<file path="config.mk">
export PLATFORM = sky130hd
export DESIGN_NAME = acr_merge
export DESIGN_NICKNAME = d
export VERILOG_FILES = /design/src/hdl/acr_pkg.sv /design/src/hdl/acr_merge.sv
export SDC_FILE = /design/constraint.sdc
export NUM_CORES = 1
export LEC_CHECK = 0
export ABC_AREA = 1
export BUFFER_PORTS_ARGS = -buffer_cell sky130_fd_sc_hd__buf_2
export CORE_AREA = 2 2 186 188
export CTS_BUF_LIST = sky130_fd_sc_hd__clkbuf_8
export DETAILED_ROUTE_END_ITERATION = 6
export DIE_AREA = 0 0 188 190
export HOLD_SLACK_MARGIN = 0.12
export PLACE_DENSITY = 0.46
export SLEW_MARGIN = 20
export SYNTH_ARGS = -nofsm -noshare
export SYNTH_HDL_FRONTEND = slang
export SYNTH_SLANG_ARGS = --single-unit
</file>
<file path="constraint.sdc">
create_clock -name i_clk -period 7.3 [get_ports i_clk]
set_clock_uncertainty 0.15 [all_clocks]
set_input_delay 0.365 -clock i_clk [delete_from_list [all_inputs] [get_ports i_clk]]
set_output_delay 0.365 -clock i_clk [all_outputs]
set_load 0.03 [all_outputs]
</file>
<file path="src/hdl/acr_pkg.sv">
// Shared constants and types for the box pair collision resolver.
package acr_pkg;

    localparam int DEF_COMP_WIDTH = 16;
    localparam int DEF_FRAC_BITS  = 8;
    localparam int DEF_MASS_WIDTH = 16;

    localparam int TIME_W = 16;

    localparam logic [1:0] AXIS_X = 2'd0;
    localparam logic [1:0] AXIS_Y = 2'd1;
    localparam logic [1:0] AXIS_Z = 2'd2;

    typedef enum logic [1:0] {
        MODE_PASS,
        MODE_BOTH,
        MODE_BOUNCE_A,
        MODE_BOUNCE_B
    } t_mode;

endpackage

</file>
<file path="src/hdl/acr_merge.sv">
// Merging stage: combines the lane results into hit, axis and penetration time.
module acr_merge #(
    parameter int ITEM_W = 200
) (
    input  logic                                i_clk,
    input  logic                                i_en,
    input  logic [2:0]                          i_overlap,
    input  logic [2:0]                          i_moving,
    input  logic [2:0][acr_pkg::TIME_W-1:0]     i_time,
    input  logic [ITEM_W-1:0]                   i_item,
    output logic                                o_hit,
    output logic [1:0]                          o_axis,
    output logic [acr_pkg::TIME_W-1:0]          o_time,
    output logic [ITEM_W-1:0]                   o_item
);

    logic                         n_hit;
    logic [1:0]                   n_axis;
    logic [acr_pkg::TIME_W-1:0]   n_time;
    logic                         found;

    always_comb begin
        n_hit  = &i_overlap;
        n_axis = acr_pkg::AXIS_X;
        n_time = '0;
        found  = 1'b0;
        for (int i = 0; i < 3; i++) begin
            if (i_moving[i] && (!found || (i_time[i] < n_time))) begin
                n_time = i_time[i];
                n_axis = 2'(i);
                found  = 1'b1;
            end
        end
        if (!n_hit) begin
            n_axis = acr_pkg::AXIS_X;
            n_time = '0;
        end
    end

    always_ff @(posedge i_clk) begin
        if (i_en) begin
            o_hit  <= n_hit;
            o_axis <= n_axis;
            o_time <= n_time;
            o_item <= i_item;
        end
    end

endmodule

</file>
# Word-level counts from Yosys, hierarchy flattened
# Index checks and enable logic that the tools add are counted.
dict set report totals {
  out_inout_bits 219
  input_bits 256
  wordCells 23
  regBits 219
}
dict set report classes {
  n_lt_le_gt_ge 2
  muxes 7
  bitwise 1
  n_reduce_logical 8
}
# operator n
set op_table {}
lappend op_table {{$mux W16} 3}
lappend op_table {{$lt A16 B16 Y1} 2}
lappend op_table {{$mux W1} 3}
lappend op_table {{$reduce_and A3 Y1} 1}
lappend op_table {{$logic_and A1 B1 Y1} 2}
lappend op_table {{$logic_not A1 Y1} 2}
lappend op_table {{$logic_or A1 B1 Y1} 2}
lappend op_table {{$mux W2} 1}
lappend op_table {{$reduce_or A2 Y1} 1}
lappend op_table {{$not A1 Y1} 1}

# Logic depth before layout (Yosys ltp)
dict set report logic_depth {
  ltp_word 9
  depth_mapped 32
  ltp_nobuf 28
}

# Worst setup path after synthesis
# No wires, ideal clock.
dict set report synth_path {
  path_type {input to register}
  from {in i_moving[0]}
  to {reg o_time[6] (netlist bit), data pin}
  path_buffers 4
  t_required_ns 6.896
  stages 25
  arrival_time_ns 3.645
  slack_ns 3.251
  cell_sequence {clkbuf_1 > clkbuf_1 > nand2_1 > ha_1 > a21oi_1 > nand3b_1 > a21oi_1 > nor2_1 > nand2_1 > nand2_1 > nand2_2 > clkbuf_1 > nand2_1 > o21ai_0 > ha_1 > a21oi_1 > nand3b_1 > a21oi_1 > a2111oi_0 > nand2_1 > nand2_4 > nand2_4 > buf_6 > nand3_1 > nand2_1}
}
dict set report synth_between {
  elab_chain_len 9
}
# item line
set synth_lines {}
lappend synth_lines {{start, declared} acr_merge.sv:8} ;# input logic [2:0] i_moving,
lappend synth_lines {{$mux W16 or $mux W1 (tied branches)} acr_merge.sv:28} ;# if (i_moving[i] && (!found || (i_time[i] < n_time))) begin
lappend synth_lines {{$lt A16 B16 Y1 or $logic_not A1 Y1 (tied branches)} acr_merge.sv:28}
lappend synth_lines {{$logic_or A1 B1 Y1} acr_merge.sv:28}
lappend synth_lines {{$logic_and A1 B1 Y1} acr_merge.sv:28}
lappend synth_lines {{$mux W16 or $mux W1 (tied branches)} acr_merge.sv:28}
lappend synth_lines {{$lt A16 B16 Y1 or $logic_not A1 Y1 (tied branches)} acr_merge.sv:28}
lappend synth_lines {{$logic_or A1 B1 Y1} acr_merge.sv:28}
lappend synth_lines {{$logic_and A1 B1 Y1} acr_merge.sv:28}
lappend synth_lines {{$mux W16 (*)} acr_merge.sv:28}
lappend synth_lines {{end signal, assigned} acr_merge.sv:44} ;# o_time <= n_time;
lappend synth_lines {{end, declared} acr_merge.sv:13} ;# output logic [acr_pkg::TIME_W-1:0] o_time,
# Every way passes the cells marked *; elsewhere a longest branch is shown, timed or not.
# A chain may end at the register's enable or synchronous reset.

# Worst setup path in the final report
dict set report layout_path {
  from {in i_moving[0]}
  to {reg o_time[2] (netlist bit), data pin}
}
# Same word-level chain as after synthesis.

==> run_results.csv <==
group,metric,value,unit
status,status,"finished clean",
synth,synth.avg_cell_area,17.56,um^2
power_and_ir_drop,leakagePower,6.035,nW
global_routing,antenna_found_initial,0,
floorplanning,io_pins,475,
worst_setup_path,slowest_delay,0.42,ns
clocking,cts_tree,"yes",
hold_path,hold_depth,3,
placement,dp_hpwl,19.08,mm
floorplanning,rows,68,
synth,synthCells,448,
floorplanning,die_w,188,um
route,ant_nets,0,
worst_setup_path,crit_arrival,3.99,ns
global_routing,use_met1,15.62,%
global_routing,grt_pass1_vias,6800,
worst_setup_path,path_common_cell,"nand2_1",
synth,syn_area,7868,um^2
timing,slew_violations,0,
clocking,cts_max_path_buffers,3,
hold_path,hold_start,"i_overlap[2]",
synth,synth_seq_cells,219,
power_and_ir_drop,clockPowerShare,33.2,%
power_and_ir_drop,max-vdd-ir-drop,0.1133,mV
timing,min_period,3.872,ns
clocking,path_clk_slew,0.06,ns
worst_setup_path,cp_slowest_cell,"o21ai_0",
hold_path,hold_end,"o_axis[1]",
route,drc_errors,0,
global_routing,busiest_layer,"met2",
timing,slew_headroom,28.22,%
synth,synth_area_leaders,"edfxtp_1, ha_1, nand2_1, nand4_1, nand3_1",
placement,place.gp.congestion,0.7989,
synth,yosysMostFrequentCell,"edfxtp_1",
route,dr.pass1.iters,6,
timing,setup_viol,0,
clocking,cts_resized,0,
timing,tns,0,ns
worst_setup_path,crit_path_end_kind,"flop",
global_routing,grt_max_degree,138,
route,first_iter_violations,249,
floorplanning,die_h,190,um
timing,timing.final.crit_share,53.04,%
hold_path,hp-class,"in -> reg",
timing,fmaxAchievable,258.3,MHz
synth,synth_flop_cell,"edfxtp_1",
power_and_ir_drop,p_int,2.267,mW
floorplanning,start_util,23.18,%
floorplanning,die_area,35720,um^2
power_and_ir_drop,p_comb_share,18.6,%
route,via_per_inst,3.894,
worst_setup_path,crit_chain,"buf_2 > nand2_1 > ha_1 > a21oi_1 > nand3b_1 > a21oi_1 > nor2_1 > nand2_1 > nand2_1 > nand2_2 > o21ai_0 > ha_1 > a21oi_1 > nor2_1 > a2111oi_0 > nand2_1 > nand2_4 > nand2_4 > nand3_1 > nand2_1",
finish,fin_cells,1653,
global_routing,grt_overflow,0,
worst_setup_path,startpoint_type,"input port",
clocking,cts_root_buffer,"clkbuf_8",
timing,finalHoldViolCount,0,
synth,yosysSeqAreaShare,83.59,%
timing,hold-worst-slack,0.1826,ns
clocking,htree_levels,2,
global_routing,met2_usage,25.97,%
synth,synth_commonest_cells,"edfxtp_1, nand2_1, ha_1, inv_1, nand3_1",
finish,fin_util,40.21,%
synth,async_reset_ff_share,0,%
route,drt-total-wl,26.77,mm
power_and_ir_drop,p_seq_share,48.2,%
synth,synthesis.nets,734,
clocking,cts_buffers,40,
placement,dp_cells,1366,
route,wl_per_cell,16.20,um
clocking,postCtsHoldBufs,217,
synth,synth_top_cell_by_area,"edfxtp_1",
finish,syn2layout_area_growth,73.51,%
placement,port-buffer-count,474,
global_routing,grt_pass1_wl,38.95,mm
power_and_ir_drop,switching_power,891.2,uW
power_and_ir_drop,p_sw_share,28.22,%
global_routing,gr-usage-all-layers,14.27,%
floorplanning,core,33950,um^2
synth,synth_cell_types,22,
clocking,clkSinkCount,219,
worst_setup_path,path_max_fanout,32,
synth,synth_top_area_share,83.59,%
global_routing,grtUsageMet3,4.556,%
run,cap_violations,0,
finish,nets,1456,
timing,rsz0062_at_grt,"no",
route,vias,6437,
worst_setup_path,critPathRequiredTime,7.42,ns
worst_setup_path,worstSetupPathType,"in -> reg",
synth,yosysWarnings,0,
clocking,postCtsSetupRepairBufs,0,
synth,synth_edf_count,219,
power_and_ir_drop,powerDensity,231.4,nW/um^2
finish,drive_above_1_share,43.86,%
timing,worst_slew_pin_slew,1.077,ns
per-stage QoR:
stage	power, mW	setup WS (ns)	area [um^2]
after floorplan	1.822	3.251	7868
after global placement	2.037	2.975	10770
after detailed placement	2.040	2.898	10770
after CTS	3.217	3.499	13650
after global routing	3.307	3.023	13650
final	3.158	3.428	13650
power by group through the flow:
| stage | registers (mW) | logic [mW] | clock network (mW) |
|---|---|---|---|
| 6_report | 1.52 | 0.587 | 1.05 |
| 5_1_grt | 1.53 | 0.626 | 1.15 |
| 4_1_cts | 1.52 | 0.593 | 1.10 |
| 3_5_place_dp | 1.54 | 0.495 | 0 |
| 3_3_place_gp | 1.54 | 0.494 | 0 |
| 2_1_floorplan | 1.75 | 0.0726 | 0 |
layout make-up:
| class | count | area [um^2] |
|---|---|---|
| Fill cell | 3306 | 20300 |
| Inverter | 24 | 90.09 |
| Multi-Input combinational cell | 193 | 1145 |
| Tap cell | 455 | 569.3 |
| Sequential cell | 219 | 6576 |
| Antenna cell | 1 | 2.502 |
| Clock buffer | 41 | 564.3 |
| Clock inverter | 28 | 141.4 |
| Timing Repair Buffer | 692 | 4562 |
per-layer routing:
metal / wire [um] / vias up
met5: 0 / -
met4: 585 / 0
met3: 1969 / 43
met2: 13990 / 269
met1: 10230 / 2985
li1: - / 3140
state kept, by name (all words and copies together), names as in the netlist:
| name | flops |
|---|---|
| o_time | 16 |
| o_item | 200 |
| o_hit | 1 |
| o_axis | 2 |
layout by cell type (no fill, tap or decap), types with 9 or more instances in the layout:
master	instances
a21oi_1	14
buf_2	473
clkbuf_8	41
clkinv_1	13
dlygate4sd3_1	217
edfxtp_1	219
ha_1	30
inv_1	34
nand2_1	72
nand3_1	22
nand4_1	20
nor2_1	9
o21ai_0	16
worst max path at each step:
| stage | startpoint | to | slack (ns) | cells after the start |
|---|---|---|---|---|
| 6_report | i_moving[0] | o_time[2] | 3.43 | 20 |
| 5_1_grt | i_moving[0] | o_time[2] | 3.02 | 19 |
| 4_1_cts | i_moving[0] | o_time[0] | 3.50 | 20 |
| 3_5_place_dp | i_moving[0] | o_time[13] | 2.90 | 20 |
| 3_3_place_gp | i_moving[0] | o_time[3] | 2.97 | 21 |
| 2_1_floorplan | i_moving[0] | o_time[6] | 3.25 | 25 |
worst max-delay path, delay by kind of cell:
kind | cells | cell delay (ns)
AND/OR/NAND/NOR | 12 | 1.54
adder cells (fa/ha/maj) | 2 | 0.64
buffers and inverters | 1 | 0.30
AO/OA/AOI/OAI | 5 | 1.14
logic make-up after synthesis:
| logic type | Yosys count | synth area share, % |
|---|---|---|
| buffers and inverters | 36 | 1.861 |
| AOI/OAI and AO/OA | 33 | 2.211 |
| and+or+nand+nor | 130 | 7.570 |
| adders and majority gates | 30 | 4.771 |
| DFF | 219 | 83.59 |
(Power assumes the default switching activity.)
