[config.mk]
export PLATFORM = sky130hd
export DESIGN_NAME = acr_lane
export DESIGN_NICKNAME = d
export VERILOG_FILES = /design/src/hdl/acr_pkg.sv /design/src/hdl/acr_div.sv /design/src/hdl/acr_lane.sv
export SDC_FILE = /design/constraint.sdc
export NUM_CORES = 1
export LEC_CHECK = 0
export ABC_AREA = 1
export BUFFER_PORTS_ARGS = -buffer_cell sky130_fd_sc_hd__buf_2
export CORE_MARGIN = 3
export CORE_UTILIZATION = 45
export CTS_BUF_LIST = sky130_fd_sc_hd__clkbuf_2 sky130_fd_sc_hd__clkbuf_4 sky130_fd_sc_hd__clkbuf_8
export CTS_CLUSTER_SIZE = 14
export DETAILED_ROUTE_END_ITERATION = 16
export PLACE_DENSITY = 0.71
export SETUP_SLACK_MARGIN = 0.2
export SLEW_MARGIN = 15
export SYNTH_ARGS = -nofsm -noshare
export SYNTH_HDL_FRONTEND = slang
export SYNTH_SLANG_ARGS = --single-unit
[constraint.sdc]
create_clock -name i_clk -period 5.55 [get_ports i_clk]
set_clock_uncertainty 0.2 [all_clocks]
set_input_delay 0.555 -clock i_clk [delete_from_list [all_inputs] [get_ports i_clk]]
set_output_delay 0.555 -clock i_clk [all_outputs]
set_load 0.01 [all_outputs]
[src/hdl/acr_pkg.sv]
// Shared constants and types for the box pair collision resolver.
package acr_pkg;

    localparam int DEF_COMP_WIDTH = 16;
    localparam int DEF_FRAC_BITS  = 8;
    localparam int DEF_MASS_WIDTH = 16;

    localparam int TIME_W = 16;

    localparam logic [1:0] AXIS_X = 2'd0;
    localparam logic [1:0] AXIS_Y = 2'd1;
    localparam logic [1:0] AXIS_Z = 2'd2;

    typedef enum logic [1:0] {
        MODE_PASS,
        MODE_BOTH,
        MODE_BOUNCE_A,
        MODE_BOUNCE_B
    } t_mode;

endpackage

[src/hdl/acr_div.sv]
// Pipelined restoring divider with saturation flag, one quotient bit per stage.
module acr_div #(
    parameter int NUM_W = 40,
    parameter int DEN_W = 17,
    parameter int Q_W   = 16,
    parameter int PAY_W = 1
) (
    input  logic             i_clk,
    input  logic [Q_W:0]     i_en,
    input  logic [NUM_W-1:0] i_num,
    input  logic [DEN_W-1:0] i_den,
    input  logic [PAY_W-1:0] i_pay,
    output logic             o_sat,
    output logic [Q_W-1:0]   o_quo,
    output logic             o_rem_nz,
    output logic [PAY_W-1:0] o_pay
);

    localparam int HI_W  = NUM_W - Q_W;
    localparam int CMP_W = (HI_W > DEN_W) ? HI_W : DEN_W;

    logic [DEN_W-1:0] r_rem [0:Q_W];
    logic [Q_W-1:0]   r_low [0:Q_W];
    logic [Q_W-1:0]   r_quo [0:Q_W];
    logic [DEN_W-1:0] r_den [0:Q_W];
    logic             r_sat [0:Q_W];
    logic [PAY_W-1:0] r_pay [0:Q_W];

    logic [CMP_W-1:0] hi_x;
    logic [CMP_W-1:0] den_x;

    assign hi_x  = CMP_W'(i_num[NUM_W-1:Q_W]);
    assign den_x = CMP_W'(i_den);

    always_ff @(posedge i_clk) begin
        if (i_en[0]) begin
            r_rem[0] <= hi_x[DEN_W-1:0];
            r_low[0] <= i_num[Q_W-1:0];
            r_quo[0] <= '0;
            r_den[0] <= i_den;
            r_sat[0] <= (hi_x >= den_x);
            r_pay[0] <= i_pay;
        end
    end

    for (genvar k = 1; k <= Q_W; k++) begin : g_step
        logic [DEN_W:0] trial;
        logic           ge;
        logic [DEN_W:0] diff;

        assign trial = {r_rem[k-1], r_low[k-1][Q_W-1]};
        assign ge    = (trial >= {1'b0, r_den[k-1]});
        assign diff  = trial - {1'b0, r_den[k-1]};

        always_ff @(posedge i_clk) begin
            if (i_en[k]) begin
                r_rem[k] <= ge ? diff[DEN_W-1:0] : trial[DEN_W-1:0];
                r_low[k] <= {r_low[k-1][Q_W-2:0], 1'b0};
                r_quo[k] <= {r_quo[k-1][Q_W-2:0], ge};
                r_den[k] <= r_den[k-1];
                r_sat[k] <= r_sat[k-1];
                r_pay[k] <= r_pay[k-1];
            end
        end
    end

    assign o_sat    = r_sat[Q_W];
    assign o_quo    = r_quo[Q_W];
    assign o_rem_nz = (r_rem[Q_W] != '0);
    assign o_pay    = r_pay[Q_W];

endmodule

[src/hdl/acr_lane.sv]
// One axis lane: overlap test, penetration depth and penetration time.
module acr_lane #(
    parameter int COMP_WIDTH = acr_pkg::DEF_COMP_WIDTH,
    parameter int FRAC_BITS  = acr_pkg::DEF_FRAC_BITS
) (
    input  logic                         i_clk,
    input  logic [acr_pkg::TIME_W+1:0]   i_en,
    input  logic signed [COMP_WIDTH-1:0] i_pos_a,
    input  logic signed [COMP_WIDTH-1:0] i_half_a,
    input  logic signed [COMP_WIDTH-1:0] i_vel_a,
    input  logic signed [COMP_WIDTH-1:0] i_pos_b,
    input  logic signed [COMP_WIDTH-1:0] i_half_b,
    input  logic signed [COMP_WIDTH-1:0] i_vel_b,
    output logic                         o_overlap,
    output logic                         o_moving,
    output logic [acr_pkg::TIME_W-1:0]   o_time
);

    localparam int CW   = COMP_WIDTH;
    localparam int TW   = acr_pkg::TIME_W;
    localparam int TN_W = CW + 2 + FRAC_BITS + TW;

    logic signed [CW:0]   amin, amax, bmin, bmax, vr;
    logic signed [CW+1:0] depth;
    logic [CW+1:0]        absd;
    logic [CW:0]          absv;
    logic [TN_W-1:0]      n_num;

    logic [TN_W-1:0] r_num;
    logic [CW:0]     r_den;
    logic [1:0]      r_flags;

    logic            d_sat;
    logic [TW-1:0]   d_quo;
    logic            d_rem_nz;
    logic [1:0]      d_flags;

    always_comb begin
        amin  = i_pos_a - i_half_a;
        amax  = i_pos_a + i_half_a;
        bmin  = i_pos_b - i_half_b;
        bmax  = i_pos_b + i_half_b;
        vr    = i_vel_b - i_vel_a;
        depth = vr[CW] ? (amax - bmin) : (bmax - amin);
        absd  = depth[CW+1] ? (-depth) : depth;
        absv  = vr[CW] ? (-vr) : vr;
        n_num = TN_W'(absd) << FRAC_BITS;
    end

    always_ff @(posedge i_clk) begin
        if (i_en[0]) begin
            r_num   <= n_num;
            r_den   <= absv;
            r_flags <= {!((amin > bmax) || (bmin > amax)), (vr != '0)};
        end
    end

    acr_div #(
        .NUM_W (TN_W),
        .DEN_W (CW + 1),
        .Q_W   (TW),
        .PAY_W (2)
    ) u_div (
        .i_clk    (i_clk),
        .i_en     (i_en[TW+1:1]),
        .i_num    (r_num),
        .i_den    (r_den),
        .i_pay    (r_flags),
        .o_sat    (d_sat),
        .o_quo    (d_quo),
        .o_rem_nz (d_rem_nz),
        .o_pay    (d_flags)
    );

    assign o_overlap = d_flags[1];
    assign o_moving  = d_flags[0] && (d_rem_nz || !d_rem_nz);
    assign o_time    = d_sat ? {TW{1'b1}} : d_quo;

endmodule

Yosys cells after proc, flatten, opt, wreduce, memory -nomap -nowiden
Memory sizes are Yosys's and may differ from the RTL's.
Cells that the tools add are included.
{"block": "classes", "add_sub_neg": 25, "n_lt_le_gt_ge": 19, "mux": 54, "n_reduce_logical": 3}
{"operator": "2-to-1 mux 17 bit", "n": 17}
{"operator": "greater-or-equal comparator 18 x 17 -> 1 bit", "n": 16}
{"operator": "subtractor 17 bit", "n": 16}
{"operator": "subtractor 16 x 16 -> 17 bit", "n": 3}
{"operator": "subtractor 17 x 17 -> 18 bit", "n": 2}
{"operator": "adder 16 x 16 -> 17 bit", "n": 2}
{"operator": "greater-than comparator 17 bit", "n": 2}
{"operator": "2-to-1 mux 1 bit", "n": 34}
{"operator": "2-to-1 mux 16 bit", "n": 2}
{"operator": "2-to-1 mux 18 bit", "n": 1}
{"operator": "negator 18 bit", "n": 1}
{"operator": "greater-or-equal comparator 10 x 17 -> 1 bit", "n": 1}
{"operator": "negator 17 bit", "n": 1}
{"operator": "nonzero test 17 bit", "n": 1}
{"operator": "zero test 1 bit", "n": 1}
{"operator": "logical OR 1 bit", "n": 1}
{"block": "totals", "ff_bits": 37, "mem_bits_rw": 1156, "out_inout_bits": 18, "wordCells": 112, "mem_count": 6}
{"memory": "u_div.r_den", "words": 17, "word_bits": 17, "read_ports": 16, "rd_ports_with_merged_regs": 0, "wr": 17, "line_no": "acr_div.sv:25", "text": "logic [DEN_W-1:0] r_den [0:Q_W];"}
{"memory": "u_div.r_rem", "words": 17, "word_bits": 17, "read_ports": 16, "rd_ports_with_merged_regs": 0, "wr": 17, "line_no": "acr_div.sv:22", "text": "logic [DEN_W-1:0] r_rem [0:Q_W];"}
{"memory": "u_div.r_quo", "words": 17, "word_bits": 16, "read_ports": 17, "rd_ports_with_merged_regs": 0, "wr": 17, "line_no": "acr_div.sv:24", "text": "logic [Q_W-1:0] r_quo [0:Q_W];"}
{"memory": "u_div.r_low", "words": 17, "word_bits": 15, "read_ports": 16, "rd_ports_with_merged_regs": 0, "wr": 17, "line_no": "acr_div.sv:23", "text": "logic [Q_W-1:0] r_low [0:Q_W];"}
{"memory": "u_div.r_pay", "words": 17, "word_bits": 2, "read_ports": 17, "rd_ports_with_merged_regs": 0, "wr": 17, "line_no": "acr_div.sv:27", "text": "logic [PAY_W-1:0] r_pay [0:Q_W];"}
{"memory": "u_div.r_sat", "words": 17, "word_bits": 1, "read_ports": 17, "rd_ports_with_merged_regs": 0, "wr": 17, "line_no": "acr_div.sv:26", "text": "logic r_sat [0:Q_W];"}

Logic depth before layout (Yosys ltp)
Gate-level depths: netlist of the first run.
{"block": "logic_depth", "depth_word": 5, "ltp_mapped": 32, "mapped_depth_nobuf": 31}

Hierarchy
Synthesis of the first run repeated with hierarchy kept, for this count alone.
{"block": "hier_totals", "hier_cells": 6983, "hier_area_um2": 58416.0}
{"module": "acr_div", "n_inst": 1, "cells_each": 5665, "area_each_um2": 50099.3, "seq_area_each_um2": 26545.5}
{"module": "acr_lane", "n_inst": 1, "cells_each": 1318, "area_each_um2": 8316.7, "seq_area_each_um2": 1111.1}

Least setup slack after synthesis of the first run
No wires, ideal clock.
{"block": "synth_path", "path_type": "input -> register", "from": "input port i_pos_a[0]", "to": "register r_num[21] (data pin)", "setup_time_ns": 0.252, "t_arrival_ns": 3.923, "t_required_ns": 5.098, "slack_ns": 1.174, "path_stages": 25, "n_path_buf": 1, "path_cell_list": "inv_1 -> ha_1 -> fa_1 -> inv_1 -> nand3_1 -> nand2_1 -> a31oi_1 -> o21ai_0 -> a21oi_1 -> o21ai_0 -> a21oi_1 -> xor2_1 -> ha_1 -> a21oi_1 -> o21ai_0 -> a21oi_1 -> nand2_1 -> xor2_1 -> nand2_1 -> nand2_1 -> inv_2 -> buf_4 -> nand2_1 -> nand3b_1 -> nand2_1"}
{"block": "synth_between", "elab_chain_len": 5, "word_cells_on_any_way": 7, "classes_between": "5 x add/sub; 2 x mux"}
{"item": "start: declaration", "line_no": "acr_lane.sv:8", "text": "input logic signed [COMP_WIDTH-1:0] i_pos_a,"}
{"item": "subtractor 16 x 16 -> 17 bit or adder 16 x 16 -> 17 bit (tied branches)", "line_no": "acr_lane.sv:39, acr_lane.sv:40"}
{"item": "subtractor 17 x 17 -> 18 bit", "line_no": "acr_lane.sv:44", "text": "depth = vr[CW] ? (amax - bmin) : (bmax - amin);"}
{"item": "2-to-1 mux 18 bit (*)", "line_no": "acr_lane.sv:44"}
{"item": "negator 18 bit", "line_no": "acr_lane.sv:45", "text": "absd = depth[CW+1] ? (-depth) : depth;"}
{"item": "2-to-1 mux 17 bit (*)", "line_no": "acr_lane.sv:45"}
{"item": "net absd[13]", "line_no": "acr_lane.sv:25", "text": "logic [CW+1:0] absd;"}
{"item": "end signal: assignment", "line_no": "acr_lane.sv:52", "text": "r_num <= n_num;"}
{"item": "end: declaration", "line_no": "acr_lane.sv:29", "text": "logic [TN_W-1:0] r_num;"}
The timed path passes the listed nets; every way through them passes the cells marked *.
A chain may end at the register's enable or synchronous reset.

Worst setup path after layout of the first run
{"block": "layout_path", "from": "input port i_pos_b[2]", "to": "register r_num[16] (data pin)"}
{"block": "layout_between", "elab_chain_len": 5, "word_cells_on_any_way": 7, "classes_between": "5 x add/sub; 2 x mux"}
{"item": "start: declaration", "line_no": "acr_lane.sv:11", "text": "input logic signed [COMP_WIDTH-1:0] i_pos_b,"}
{"item": "adder 16 x 16 -> 17 bit or subtractor 16 x 16 -> 17 bit (tied branches)", "line_no": "acr_lane.sv:42, acr_lane.sv:41"}
{"item": "subtractor 17 x 17 -> 18 bit", "line_no": "acr_lane.sv:44"}
{"item": "2-to-1 mux 18 bit (*)", "line_no": "acr_lane.sv:44"}
{"item": "negator 18 bit", "line_no": "acr_lane.sv:45"}
{"item": "2-to-1 mux 17 bit (*)", "line_no": "acr_lane.sv:45"}
{"item": "net absd[8]", "line_no": "acr_lane.sv:25"}
Marked as above.

==> results of run 1 <==
[logic make-up (layout without fill, tap and decap cells)]
group / count (synthesis) / count (layout)
and+or+nand+nor: 1675 / 1675
AOI/OAI and AO/OA: 911 / 911
buffers and inverters: 806 / 1129
DFF: 797 / 797
adders and majority gates: 416 / 416
xor gates and xnor gates: 309 / 309
other: 0 / 3
[flip-flops by register name (all words and copies together), names as in the netlist]
register	flops
u_div.r_pay	34
r_flags	2
u_div.r_rem	265
u_div.r_sat	17
u_div.r_quo	136
r_num	18
u_div.r_den	272
r_den	17
u_div.r_low	36
[final cells by class]
cell class / instances / area, um2
antenna: 3 / 7.51
inverter: 746 / 2800
multi-input combinational: 3311 / 20000
clock buffer: 172 / 2170
tap: 1368 / 1710
fill: 9444 / 50800
sequential: 797 / 23900
timing repair buffer: 142 / 741
clock inverter: 69 / 607
[tightest hold or removal path: cells and delay by family]
family | cells | cell delay, ps
fa+ha+maj | 1 | 170
buf+inv | 3 | 200
[cells in the final DEF (no fill, tap or decap), types with 8 or more instances in the layout]
master / instances
nand2_1: 1063
edfxtp_1: 797
inv_1: 739
o21ai_0: 407
ha_1: 394
a21oi_1: 330
nor2_1: 256
xor2_1: 180
nand3_1: 158
clkbuf_8: 140
buf_2: 132
xnor2_1: 129
nand4_1: 59
nor3_1: 50
a21o_1: 41
a31oi_1: 39
clkbuf_4: 32
clkinv_1: 31
or2_2: 30
fa_1: 22
nand2_2: 17
o31ai_1: 15
clkinv_2: 15
a221oi_1: 14
a21boi_0: 11
nand3b_1: 10
nor4_1: 10
clkinvlp_4: 10
bufinv_16: 9
and2_1: 8
buf_4: 8
[what timing repair did]
action                                  4_1_cts  5_1_grt
hold buffers                                  2        0
endpoints found under the hold margin        20        0
endpoints found under the setup margin        0        0
[stage by stage]
| stage | hold slack, ps | std cells | util, % |
|---|---|---|---|
| finish | 126 | 6608 | 50.6 |
| global route | 96.7 | 6606 | 50.6 |
| CTS | 27.9 | 6605 | 50.6 |
| detailed placement | 205 | 6362 | 47.9 |
| global placement | 200 | 6362 | 47.9 |
| floorplan | 200 | 4914 | - |
[where the power goes]
group	switching, mW	internal [mW]	total [mW]	leakage, nW
Clock	2.35	3.00	5.35	1.42
Combinational	6.79	3.95	10.7	13.9
Sequential	0.801	8.65	9.45	7.82
Total	9.94	15.6	25.5	23.1
[routing by layer]
layer	global-route usage, %	up-vias	wire (um)
met4	6.24	2	2610
li1	-	17200	-
met2	33.2	792	50100
met3	3.25	187	4860
met5	0	-	13
met1	24.1	15700	45200
[path summary, 6_finish.rpt]
check	start	end	cells after the start
min reg2reg	u_div.r_pay[1][2]	u_div.r_pay[1][4]	0
min	i_vel_b[0]	r_den[0]	4
max	i_pos_b[2]	r_num[16]	20
max reg2reg	u_div.r_rem[0][149]	u_div.r_rem[0][163]	9
==> key figures, run 1 <==
Worst setup path
  • CP most frequent cell: nand2_1
  • CP cell instances: buf_2, ha_1, o31ai_1, a21boi_0, o21ai_0, a21oi_1, o21ai_0, xor2_1, ha_1, nand2_1, nor2_1, a21oi_1, nand2_1, xor2_1, nand2_1, nand2_1, inv_2, nand2_2, xor2_1, inv_1
  • Setup slack, reg-to-reg: 1820 ps
  • CP Data Arrival Time: 4760 ps
  • Crit-path max FO: 19
  • Buf/Inv on CP: 3
  • Element type at the critical path end: flip-flop
  • Setup Crit Path Kind: in -> reg
  • Max stage delay on crit path: 570 ps
  • Cell at the slowest stage of the critical path: o21ai_0
  • Req. time, crit path: 5890 ps
  • CP delay by family, top: compound AO/OA/AOI/OAI gates
  • Startpoint Class: input port

Synthesis
  • Net Count, Synth: 5,445
  • Syn Area/Cell: 9.57 um2
  • Synth cell types: 52
  • Mux contribution to synthesized area: 0%
  • Most frequent cells after synthesis: nand2_1, edfxtp_1, inv_1
  • Post-synthesis sequential area ratio: 50.9%
  • Area share of fa/ha/maj cells after synthesis: 11.4%
  • Post-synthesis simple-gate area fraction: 14.8%
  • Yosys reg bits: 797
  • Post-synth top area cell: edfxtp_1
  • Post-synth top area share: 50.9%
  • Primary FF master, synth: edfxtp_1
  • Cell count after synthesis: 4,914
  • Post-Synthesis Cell Area: 47,000 um2
  • Yosys warns: 0
  • Post-synth EDFFs: 797
  • Synth top area cells: edfxtp_1, ha_1, nand2_1, inv_1, o21ai_0
  • Largest family of logic cells by synthesized area: simple AND/OR/NAND/NOR gates
  • Synth Area in Compound Gates: 10.6%
  • XOR/XNOR share of the synthesized area: 5.76%
  • Ys async rst share: 0%
  • Top-count cell post-synth: nand2_1

GRT
  • Pin count of the biggest net entering global routing: 53
  • Vias in the first global route: 33,200
  • Global-route wire length before repair: 167,000 um
  • Initial antenna violation count: 5
  • Grt total ovfl: 0
  • GR Util All Layers: 19.1%

Routing
  • Antenna viol nets, final: 0
  • Vias: 33,800
  • Drt first pass iters: 6
  • Wirelength per Cell: 15.6 um
  • First DRT Iteration DRCs: 2,133
  • Drt via density: 5.12
  • # DRC: 0
  • WL final: 103,000 um

Power and ir drop
  • Power per cell area: 491 nW/um2
  • Peak supply drop: 0.219 mV
  • Leakage power: 23.1 nW
  • Total power: 25.5 mW

Clocking
  • Skew-Pair Late Insertion Delay: 790 ps
  • CTS clk-pin slew, worst paths: 60 ps
  • Num Clock Sinks: 797
  • CTS Buf Count: 137
  • Root buf cell: clkbuf_8
  • Post-CTS setup buffer count: 0
  • Clk buf depth: 3
  • Htree depth: 4
  • # resized after CTS: 0
  • CTS tree: done

Final layout
  • Share of cells above drive strength 1: 7.98%
  • Synth-to-layout area growth: 10.5%
  • Final instance area: 52,000 um2
  • Nets: 5,666

STA
  • RSZ-0062 raised after global routing: false
  • Fmax: 227 MHz
  • Rel. slew slack: 23.9%
  • Min Clock Period, post-route: 4410 ps
  • Slew @ Worst Pin: 1140 ps
  • Final-report hold violation count: 0
  • Endpoints failing setup: 0
  • Total negative slack: 0 ps
  • Final period utilization: 79.5%
  • Final worst slack: 1140 ps
  • Fin. max-slew vios: 0

Flow run
  • # Max-Cap Violations: 0

Die
  • Die height: 329 um
  • Initial Utilization: 45.8%
  • Row count: 117
  • Die X: 329 um
  • Io pins: 133
  • Die ar.: 108,000 um2
  • Core area: 103,000 um2

Placed design
  • Worst slack at placement: 406 ps
  • Detail Placement HPWL: 81,100 um
  • RePlAce Congestion: 0.927
  • Placed cell area: 49,200 um2
  • PortBufs: 132

Min path
  • Hold crit path type: in -> reg

Run status
  • Outcome: completed
No activity file was read; power rests on OpenSTA's default activity.
==> inputs of run 2 (changes only) <==
==> constraint.sdc (replaced) <==
create_clock -name i_clk -period 4.55 [get_ports i_clk]
set_clock_uncertainty 0.2 [all_clocks]
set_input_delay 0.455 -clock i_clk [delete_from_list [all_inputs] [get_ports i_clk]]
set_output_delay 0.455 -clock i_clk [all_outputs]
set_load 0.01 [all_outputs]
==> key figures, run 2 (synthesized netlist as in run 1, its figures left out) <==
Run status
  • Outcome: completed

Routing
  • Antenna viol nets, final: 0
  • Wirelength per Cell: 15.3 um
  • Drt via density: 5.08
  • M1 WL: 44,900 um
  • Met3 wire length: 4870 um
  • WL final: 102,000 um
  • Vias: 34,000
  • # DRC: 0
  • Routed wl met2: 49,800 um
  • First DRT Iteration DRCs: 2,094
  • Drt first pass iters: 5
  • Top Metal Used: met5

Worst setup path
  • Worst reg2reg endpoint: u_div.r_rem[0][196]
  • Req. time, crit path: 4880 ps
  • Crit-path max FO: 4
  • CP most frequent cell: nand2_1
  • CP delay by family, top: compound AO/OA/AOI/OAI gates
  • Crit path to: r_num[24]
  • Reg2Reg Depth: 8
  • Setup Crit Path Kind: in -> reg
  • Cell at the slowest stage of the critical path: fa_1
  • Buf/Inv on CP: 8
  • Reg-to-reg startpoint: u_div.r_den[0][177]
  • CP Depth: 29
  • Crit. Startpoint: i_pos_a[0]
  • Max stage delay on crit path: 390 ps
  • Element type at the critical path end: flip-flop
  • Setup slack, reg-to-reg: 1060 ps
  • CP Data Arrival Time: 4240 ps
  • Startpoint Class: input port

Placed design
  • Worst slack at placement: -188 ps
  • RePlAce Congestion: 0.919
  • Detail Placement HPWL: 81,200 um
  • PortBufs: 132

Power and ir drop
  • Power per cell area: 594 nW/um2
  • Leakage power: 23.5 nW
  • Peak supply drop: 0.302 mV

Clocking
  • Num Clock Sinks: 797
  • CTS tree: done
  • CTS Buf Count: 134
  • Root buf cell: clkbuf_8
  • Clk buf depth: 3
  • Skew-Pair Late Insertion Delay: 790 ps
  • Post-CTS setup buffer count: 0
  • Htree depth: 4
  • CTS clk-pin slew, worst paths: 60 ps

Die
  • Io pins: 133
  • Die ar.: 108,000 um2
  • Core area: 103,000 um2
  • Die X: 329 um
  • Row count: 117
  • Die height: 329 um
  • Initial Utilization: 45.8%

GRT
  • Vias in the first global route: 33,300
  • Pin count of the biggest net entering global routing: 53
  • Grt total ovfl: 0
  • Initial antenna violation count: 7
  • Global-route wire length before repair: 165,000 um
  • GR Util All Layers: 18.9%

STA
  • Endpoints failing setup: 0
  • Min Clock Period, post-route: 3910 ps
  • Fmax: 256 MHz
  • Slew @ Worst Pin: 1110 ps
  • Rel. slew slack: 26.1%
  • Final-report hold violation count: 0
  • RSZ-0062 raised after global routing: false
  • Worst Hold Slack: 106 ps
  • Fin. max-slew vios: 0
  • Final worst slack: 644 ps
  • Final period utilization: 85.8%

Final layout
  • Regs by FF count: u_div.r_den x272, u_div.r_rem x265, u_div.r_quo x136
  • Register area: 23,900 um2
  • Biggest register: u_div.r_den
  • Nets: 5,760
  • Share of cells above drive strength 1: 9.46%
  • Multi-input logic area: 20,000 um2
  • Fillers: 9,425
  • Highest-count cells in the layout ignoring fill and taps: nand2_1, edfxtp_1, inv_1
  • Max FFs per register: 272
  • Commonest non-fill, non-tap cell in the layout: nand2_1
  • Synth-to-layout area growth: 11.7%

Min path
  • Hold crit path type: in -> reg

Flow run
  • # Max-Cap Violations: 0
==> run 2: worst min path at each step <==
stage / endpoint / from / cells past startpoint
final: u_div.r_den[0][11] / i_en[1] / 1
after global routing: r_den[1] / i_vel_b[1] / 4
after CTS: r_den[1] / i_vel_b[1] / 4
after detailed placement: u_div.r_pay[3][1] / u_div.r_pay[2][7] / 0
after global placement: u_div.r_quo[2][52] / u_div.r_quo[2][35] / 0
after floorplan: u_div.r_low[0][103] / u_div.r_low[0][87] / 0
==> run 2: through the flow <==
| step | TNS [ps] | area, um2 | power (mW) | utilization (%) | instances |
|---|---|---|---|---|---|
| 2_1_floorplan | 0 | 47000 | 21.2 | - | 4914 |
| 3_3_place_gp | -765 | 49900 | 24.8 | 48.6 | 6458 |
| 3_5_place_dp | -1680 | 49900 | 25.1 | 48.6 | 6458 |
| 4_1_cts | 0 | 52500 | 31.4 | 51.1 | 6696 |
| 5_1_grt | 0 | 52500 | 33.8 | 51.1 | 6697 |
| 6_report | 0 | 52500 | 31.2 | 51.1 | 6701 |
==> run 2: metal layers <==
layer | vias up | GRT usage, %
li1 | 17400 | -
met1 | 15700 | 23.5
met2 | 765 | 33.0
met3 | 198 | 3.38
met4 | 4 | 6.97
met5 | - | 0
==> run 2: worst register-to-register path, stage by stage, from the launching register on <==
cell,delay (ps)
edfxtp_1,400
inv_1,60
ha_1,370
nand2_1,130
nor4b_1,410
nand4_1,130
nand3_1,420
clkinv_1,680
o21ai_0,470
==> run 2: what timing repair did <==
item	4_1_cts	5_1_grt
endpoints found under the setup margin	0	11
resized for setup	0	3
hold buffers	3	0
hold endpoints to repair	20	0
==> run 2: power by group <==
| part | internal, mW | switching, mW | total (mW) |
|---|---|---|---|
| logic | 5.17 | 8.33 | 13.5 |
| registers | 10.6 | 0.996 | 11.6 |
| clock network | 3.30 | 2.84 | 6.13 |
==> run 2: layout make-up <==
type                       instances  share of cell area (%)
antenna                            5                  0.0238
clock buffer                     163                    3.93
tap                             1368                    3.26
inverter                         746                    5.34
timing repair buffer             239                    2.80
multi-input combinational       3311                    38.1
clock inverter                    72                   0.974
sequential                       797                    45.6
